File: src/hdl/fcr_pkg.sv
// ----------------------------------------------------------------------------
// fcr_pkg
// Shared types, character constants and reply tables for the responder.
// ----------------------------------------------------------------------------
package fcr_pkg;

	localparam logic [7:0] START_MARK = 8'h3A;	// ':'
	localparam logic [7:0] END_MARK   = 8'h3B;	// ';'
	localparam int unsigned QUERY_LEN = 5;

	// reply index runs over ':' + body + ';'
	localparam int unsigned IDX_W     = 5;
	localparam logic [IDX_W-1:0] KNOWN_LAST = 5'd10;	// 9-byte body
	localparam logic [IDX_W-1:0] OTHER_LAST = 5'd16;	// 15-byte body

	typedef struct packed {
		logic rx_fire;	// input byte taken this cycle
		logic tx_start;	// frame end seen, set up reply
		logic tx_adv;	// current reply byte taken, step on
	} fcr_cmd_t;

	typedef struct packed {
		logic rx_is_end;	// incoming byte is ';'
		logic tx_last;	// presented byte is the closing ';'
	} fcr_status_t;

	// expected query text, one position at a time
	function automatic logic [7:0] query_char(input logic [2:0] pos);
		logic [7:0] c;
		unique case (pos)
			3'd0:    c = 8'h2A;	// '*'
			3'd1:    c = 8'h49;	// 'I'
			3'd2:    c = 8'h44;	// 'D'
			3'd3:    c = 8'h4E;	// 'N'
			3'd4:    c = 8'h3F;	// '?'
			default: c = 8'h00;
		endcase
		return c;
	endfunction

	// reply bytes, including the framing marks
	function automatic logic [7:0] reply_char(input logic known, input logic [IDX_W-1:0] idx);
		logic [7:0] c;
		if (known) begin
			unique case (idx)
				5'd0:    c = START_MARK;
				5'd1:    c = 8'h57;	// W
				5'd2:    c = 8'h65;	// e
				5'd3:    c = 8'h27;	// '
				5'd4:    c = 8'h72;	// r
				5'd5:    c = 8'h65;	// e
				5'd6:    c = 8'h20;	// space
				5'd7:    c = 8'h45;
				5'd8:    c = 8'h69;
				5'd9:    c = 8'h54;
				5'd10:   c = END_MARK;
				default: c = 8'h00;
			endcase
		end else begin
			unique case (idx)
				5'd0:    c = START_MARK;
				5'd1:    c = 8'h55;	// U
				5'd2:    c = 8'h6E;	// n
				5'd3:    c = 8'h6B;	// k
				5'd4:    c = 8'h6E;	// n
				5'd5:    c = 8'h6F;	// o
				5'd6:    c = 8'h77;	// w
				5'd7:    c = 8'h6E;	// n
				5'd8:    c = 8'h20;	// space
				5'd9:    c = 8'h63;	// c
				5'd10:   c = 8'h6F;	// o
				5'd11:   c = 8'h6D;	// m
				5'd12:   c = 8'h6D;	// m
				5'd13:   c = 8'h61;	// a
				5'd14:   c = 8'h6E;	// n
				5'd15:   c = 8'h64;	// d
				5'd16:   c = END_MARK;
				default: c = 8'h00;
			endcase
		end
		return c;
	endfunction

endpackage

File: src/hdl/fcr_ctrl.sv
// ----------------------------------------------------------------------------
// fcr_ctrl
// Receive / transmit sequencer: owns both handshakes, drives the datapath.
// ----------------------------------------------------------------------------
module fcr_ctrl import fcr_pkg::*; (
	input  logic        clk,
	input  logic        arst_n,
	input  logic        in_valid,
	output logic        in_ready,
	output logic        out_valid,
	input  logic        out_ready,
	input  fcr_status_t status,
	output fcr_cmd_t    cmd
);

	typedef enum logic [1:0] {
		ST_RX = 2'b01,
		ST_TX = 2'b10
	} fcr_state_t;

	fcr_state_t state_q, state_d;

	always_comb begin
		state_d      = state_q;
		in_ready     = 1'b0;
		out_valid    = 1'b0;
		cmd.rx_fire  = 1'b0;
		cmd.tx_start = 1'b0;
		cmd.tx_adv   = 1'b0;
		unique case (state_q)
			ST_RX: begin
				in_ready    = 1'b1;
				cmd.rx_fire = in_valid;
				if (in_valid && status.rx_is_end) begin
					cmd.tx_start = 1'b1;
					state_d      = ST_TX;
				end
			end
			ST_TX: begin
				out_valid = 1'b1;
				if (out_ready) begin
					if (status.tx_last) begin
						state_d = ST_RX;
					end else begin
						cmd.tx_adv = 1'b1;
					end
				end
			end
			default: begin
				state_d = ST_RX;
			end
		endcase
	end

	always_ff @(posedge clk or negedge arst_n) begin
		if (!arst_n) begin
			state_q <= ST_RX;
		end else begin
			state_q <= state_d;
		end
	end

endmodule

File: src/hdl/fcr_datapath.sv
// ----------------------------------------------------------------------------
// fcr_datapath
// Frame count, query match flag and reply byte pointer.
// ----------------------------------------------------------------------------
module fcr_datapath import fcr_pkg::*; #(
	parameter int unsigned CNT_W = 5,
	parameter int unsigned DEPTH = 32
) (
	input  logic        clk,
	input  logic        arst_n,
	input  fcr_cmd_t    cmd,
	input  logic [7:0]  rx_byte,
	output fcr_status_t status,
	output logic [7:0]  tx_byte,
	output logic        tx_last
);

	logic [CNT_W-1:0] count_q;
	logic             match_q;
	logic             known_q;
	logic [IDX_W-1:0] idx_q;
	logic             is_start;
	logic             is_end;
	logic             frame_ok;

	assign is_start = (rx_byte == START_MARK);
	assign is_end   = (rx_byte == END_MARK);
	assign frame_ok = (count_q == CNT_W'(QUERY_LEN)) && match_q;

	always_ff @(posedge clk or negedge arst_n) begin
		if (!arst_n) begin
			count_q <= '0;
			match_q <= 1'b1;
		end else if (cmd.rx_fire && !is_end) begin
			if (is_start) begin
				count_q <= '0;
				match_q <= 1'b1;
			end else if (count_q < CNT_W'(DEPTH - 1)) begin
				// only the first five positions take part in the match
				if (count_q < CNT_W'(QUERY_LEN) && rx_byte != query_char(count_q[2:0])) begin
					match_q <= 1'b0;
				end
				count_q <= count_q + CNT_W'(1);
			end else begin
				// overflow: byte dropped, count wraps
				count_q <= '0;
				match_q <= 1'b1;
			end
		end
	end

	always_ff @(posedge clk or negedge arst_n) begin
		if (!arst_n) begin
			known_q <= 1'b0;
			idx_q   <= '0;
		end else if (cmd.tx_start) begin
			known_q <= frame_ok;
			idx_q   <= '0;
		end else if (cmd.tx_adv) begin
			idx_q   <= idx_q + IDX_W'(1);
		end
	end

	assign tx_byte        = reply_char(known_q, idx_q);
	assign tx_last        = (idx_q == (known_q ? KNOWN_LAST : OTHER_LAST));
	assign status.rx_is_end = is_end;
	assign status.tx_last   = tx_last;

endmodule

File: src/hdl/framed_command_responder_top.sv
// ----------------------------------------------------------------------------
// framed_command_responder_top
// Framed ASCII identity query responder: ':' opens a frame, ';' closes it and
// triggers a framed reply, known or unknown command.
// ----------------------------------------------------------------------------
//
//  channel   dir  tdata             tlast           per item
//  s_axis    in   [7:0] rx_byte     -               one received byte
//  m_axis    out  [7:0] tx_byte     last_of_reply   one reply byte
//
//  Cycles : one received byte per cycle while no reply is pending. A ';'
//           starts a reply of 11 (match) or 17 (no match) bytes, one per
//           cycle at best; input is held off until the closing byte is taken.
//  Reset  : arst_n clears the frame count to zero, the match flag to one and
//           returns the sequencer to receive.
//  Stalls : m_axis_tready low freezes the reply pointer, so the presented
//           byte holds until taken.
//
module framed_command_responder_top import fcr_pkg::*; #(
	parameter int unsigned FRAME_BUFFER_DEPTH = 32
) (
	input  logic       clk,
	input  logic       arst_n,
	// received stream
	input  logic       s_axis_tvalid,
	output logic       s_axis_tready,
	input  logic [7:0] s_axis_tdata,	// [7:0] rx_byte
	// reply stream
	output logic       m_axis_tvalid,
	input  logic       m_axis_tready,
	output logic [7:0] m_axis_tdata,	// [7:0] tx_byte
	output logic       m_axis_tlast	// last_of_reply
);

	// count reaches depth-1 at most
	localparam int unsigned CNT_W = $clog2(FRAME_BUFFER_DEPTH);

	fcr_cmd_t    cmd;
	fcr_status_t status;

	fcr_ctrl u_ctrl (
		.clk       (clk),
		.arst_n    (arst_n),
		.in_valid  (s_axis_tvalid),
		.in_ready  (s_axis_tready),
		.out_valid (m_axis_tvalid),
		.out_ready (m_axis_tready),
		.status    (status),
		.cmd       (cmd)
	);

	fcr_datapath #(
		.CNT_W (CNT_W),
		.DEPTH (FRAME_BUFFER_DEPTH)
	) u_datapath (
		.clk     (clk),
		.arst_n  (arst_n),
		.cmd     (cmd),
		.rx_byte (s_axis_tdata),
		.status  (status),
		.tx_byte (m_axis_tdata),
		.tx_last (m_axis_tlast)
	);

endmodule
File: config.mk
export PLATFORM = sky130hd
export DESIGN_NAME = framed_command_responder_top
export DESIGN_NICKNAME = d
export VERILOG_FILES = /design/src/hdl/fcr_pkg.sv /design/src/hdl/fcr_ctrl.sv /design/src/hdl/fcr_datapath.sv /design/src/hdl/framed_command_responder_top.sv
export SDC_FILE = /design/constraint.sdc
export NUM_CORES = 1
export LEC_CHECK = 0
export BUFFER_PORTS_ARGS = -buffer_cell sky130_fd_sc_hd__buf_2
export CAP_MARGIN = 20
export CELL_PAD_IN_SITES_DETAIL_PLACEMENT = 0
export CELL_PAD_IN_SITES_GLOBAL_PLACEMENT = 1
export CORE_MARGIN = 4
export CORE_UTILIZATION = 46
export CTS_BUF_LIST = sky130_fd_sc_hd__clkbuf_4 sky130_fd_sc_hd__clkbuf_8
export DETAILED_ROUTE_END_ITERATION = 12
export PLACE_DENSITY_LB_ADDON = 0.1
export REMOVE_ABC_BUFFERS = 1
export SLEW_MARGIN = 20
export SYNTH_ARGS = -nofsm -noshare
export SYNTH_HDL_FRONTEND = slang
export SYNTH_HIERARCHICAL = 1
export SYNTH_SLANG_ARGS = --single-unit
File: constraint.sdc
create_clock -name clk -period 6.9 [get_ports clk]
set_clock_uncertainty 0.2 [all_clocks]
set_input_delay 0.69 -clock clk [delete_from_list [all_inputs] [get_ports clk]]
set_output_delay 0.69 -clock clk [all_outputs]
set_load 0.02 [all_outputs]
==> flow_metrics.env <==
export IMPL_outcome="finished clean"
export IMPL_cp_top_family="flip-flops"
export IMPL_leakage_nw=0.7251
export IMPL_grt_pass1_vias=1339
export IMPL_coreArea_sq_um=3053
export IMPL_fin_util_pct=52.79
export IMPL_slew_headroom_pct=45.02
export IMPL_detail_route_first_pass_iterations=4
export IMPL_r2r_slack_ps=4240
export IMPL_yosys_warnings=6
export IMPL_ctsHoldBuffers=0
export IMPL_grt_max_degree=29
export IMPL_rsz0062_at_grt="no"
export IMPL_critPathMaxFanout=13
export IMPL_dpl_hpwl_um=2642
export IMPL_ios=23
export IMPL_ys_seq_elements=14
export IMPL_nets=226
export IMPL_die_width_um=64.70
export IMPL_fin_crit_ps=3279
export IMPL_place_congestion=0.8827
export IMPL_slew_violations=0
export IMPL_vdd_drop_max_mv=0.1500
export IMPL_numPortBuffers=21
export IMPL_critical_path_required_ps=6010
export IMPL_worstSetupStartpointType="flip-flop"
export IMPL_drt_vias_per_instance=5.687
export IMPL_max_stage_delay_ps=530
export IMPL_synth_edf_count=0
export IMPL_max_freq_ghz=0.3050
export IMPL_synth_top_cell_area_share_pct=20.30
export IMPL_postCtsSetupRepairBufs=0
export IMPL_drt_initial_drc_count=118
export IMPL_end_kind="primary output"
export IMPL_grt_overflow_total=0
export IMPL_yosys_area_top_type="dfrtp_1"
export IMPL_placed_area_sq_um=1575
export IMPL_start_util_pct=48.44
export IMPL_tightest_slew_ps=824.7
export IMPL_hold_violations=0
export IMPL_power_frac_seq_pct=42.6
export IMPL_critPathBufInv=2
export IMPL_grt_pass1_wl_um=6030
export IMPL_pwr_share_comb_pct=37.5
export IMPL_netlist_top_cells_area="dfrtp_1 20%, ha_1 9.3%, o21ai_0 6.4%"
export IMPL_area_delta_synth_final_pct=8.968
export IMPL_die_y_um=64.70
export IMPL_cts_tree="done"
export IMPL_syn_inst=191
export IMPL_cts_resized_gates=0
export IMPL_drive_above_1_share_pct=15.35
export IMPL_clkTransAtPathRegs_ps=90
export IMPL_final_period_utilization_pct=47.52
export IMPL_crit_path_cell_trace="inv_1, ha_1, or3b_2, a211oi_1, a22o_1, buf_2"
export IMPL_tns_ps=0
export IMPL_fin_area_sq_um=1612
export IMPL_synth_async_sr_flop_share_pct=100.0
export IMPL_numCtsBuffers=3
export IMPL_timing_max_cap_violations=0
export IMPL_power_density_nw_per_um2=180.2
export IMPL_die_area_sq_um=4186
export IMPL_synthFlopType="dfrtp_1"
export IMPL_routed_wl_um=3487
export IMPL_syn_cell_area_sq_um=1479
export IMPL_avgRoutedWirePerCell_um=14.17
export IMPL_htree_num_levels=1
export IMPL_cts_sinks=14
export IMPL_switching_share_pct=38.74
export IMPL_grtUsageTotal_pct=17.27
export IMPL_crit_arrival_ps=2390
export IMPL_ys_seq_area_share_pct=23.86
export IMPL_drcViolationCount=0
export IMPL_critical_path_slowest_cell="dfrtp_1"
export IMPL_ant_nets=0
export IMPL_p_clk_share_pct=19.9
export IMPL_hp_class="in2async"
export IMPL_worstSkewPairLatency_ps=270
export IMPL_power_uw=290.3
export IMPL_p_sw_uw=112.5
export IMPL_grt_antenna_before_repair=0
export IMPL_n_antenna_cell=0
export IMPL_clockBufferDepth=2
export IMPL_synth_cell_types=50
export IMPL_finalSetupViolCount=0
export IMPL_syn_avg_cell_area_sq_um=7.743
export IMPL_root_buffer="clkbuf_4"
export IMPL_crit_type="reg2out"
export IMPL_rows=20
export IMPL_vias=1399
export IMPL_power_internal_uw=177.9
-- sequential cells by signal, summed over array words and instances (netlist names) --
signal,cells
u_ctrl/state_q,2
u_datapath/count_q,5
u_datapath/idx_q,5
u_datapath/known_q,1
u_datapath/match_q,1
-- metrics by stage --
step                hold slack [ps]  worst slack (ps)  instances
floorplan                     194.4              4091        177
global placement              263.6              4038        242
detailed placement            283.3              3942        242
CTS                           95.18              3619        246
global route                  105.3              3439        246
finish                        91.06              3621        246
-- cells in the final DEF, fill, tap and decap left out, types with 2 or more instances in the layout --
master | netlist | final
a211oi_1 | 4 | 4
a21oi_1 | 11 | 11
a22o_1 | 2 | 2
a31oi_1 | 2 | 2
and2_1 | 2 | 2
and3_1 | 2 | 2
buf_2 | 0 | 21
clkbuf_4 | 0 | 3
dfrtp_1 | 12 | 12
dfstp_2 | 2 | 2
ha_1 | 11 | 11
inv_1 | 11 | 11
mux2i_1 | 7 | 7
nand2_1 | 19 | 19
nand2b_1 | 3 | 3
nand3_1 | 2 | 2
nand3b_1 | 3 | 3
nand4_1 | 2 | 2
nand4b_1 | 2 | 2
nor2_1 | 14 | 14
nor2b_1 | 3 | 3
nor3_1 | 4 | 4
nor3b_1 | 3 | 3
o211ai_1 | 3 | 3
o21a_1 | 3 | 3
o21ai_0 | 19 | 19
o32ai_1 | 2 | 2
o41ai_1 | 2 | 2
xnor2_1 | 4 | 4
xor2_1 | 4 | 4
-- per-layer routing --
| layer | part of all wire (%) | global-route usage (%) | vias to the layer above |
|---|---|---|---|
| met5 | 0 | 0 | - |
| met4 | 0.29 | 3.958 | 0 |
| met3 | 3.1 | 1.386 | 2 |
| met2 | 46 | 28.35 | 28 |
| met1 | 51 | 24.54 | 666 |
| li1 | - | - | 703 |
-- cell usage after synthesis, types with 3 or more instances --
| cell | count |
|---|---|
| ha_1 | 11 |
| nand2_1 | 19 |
| o21ai_0 | 19 |
| o211ai_1 | 3 |
| inv_1 | 11 |
| nand2b_1 | 3 |
| clkbuf_1 | 9 |
| o21a_1 | 3 |
| a21oi_1 | 11 |
| a211oi_1 | 4 |
| mux2i_1 | 7 |
| dfrtp_1 | 12 |
| nor2b_1 | 3 |
| nor3_1 | 4 |
| xnor2_1 | 4 |
| nor2_1 | 14 |
| buf_4 | 3 |
| nand3b_1 | 3 |
| nor3b_1 | 3 |
| xor2_1 | 4 |
-- cell families after synthesis --
logic type	share of synthesized area, %
other	0.2536
muxes	5.499
AOI/OAI and AO/OA	25.30
buffers and inverters	7.107
adders and majority gates	9.306
xor gates and xnor gates	4.737
and+or+nand+nor	23.94
DFF	23.86
-- worst paths after layout --
path,end,from,depth (start not counted)
setup / recovery,m_axis_tdata[1],u_datapath/idx_q[0],6
hold reg to reg,u_ctrl/state_q[0],u_ctrl/state_q[1],1
min in group clk,u_ctrl/state_q[0],u_ctrl/state_q[1],1
max in group asynchronous,u_ctrl/state_q[0],arst_n,1
setup reg to reg,u_datapath/idx_q[3],u_datapath/idx_q[3],8
hold / removal,u_datapath/count_q[3],arst_n,1
-- area by class of cell --
cell class,instances,area (sq um)
Sequential cell,14,352.8
Inverter,11,41.29
Fill cell,313,1441
Multi-Input combinational cell,152,1021
Tap cell,44,55.05
Clock buffer,4,36.28
Timing Repair Buffer,21,105.1
-- power groups by stage --
stage	clock [mW]	combinational, mW	sequential [mW]
final	0.0577	0.109	0.124
after global routing	0.0633	0.121	0.128
after CTS	0.0601	0.109	0.123
after detailed placement	0	0.108	0.125
after global placement	0	0.104	0.124
after floorplan	0	0.0805	0.118
No activity file was read; power rests on OpenSTA's default activity.
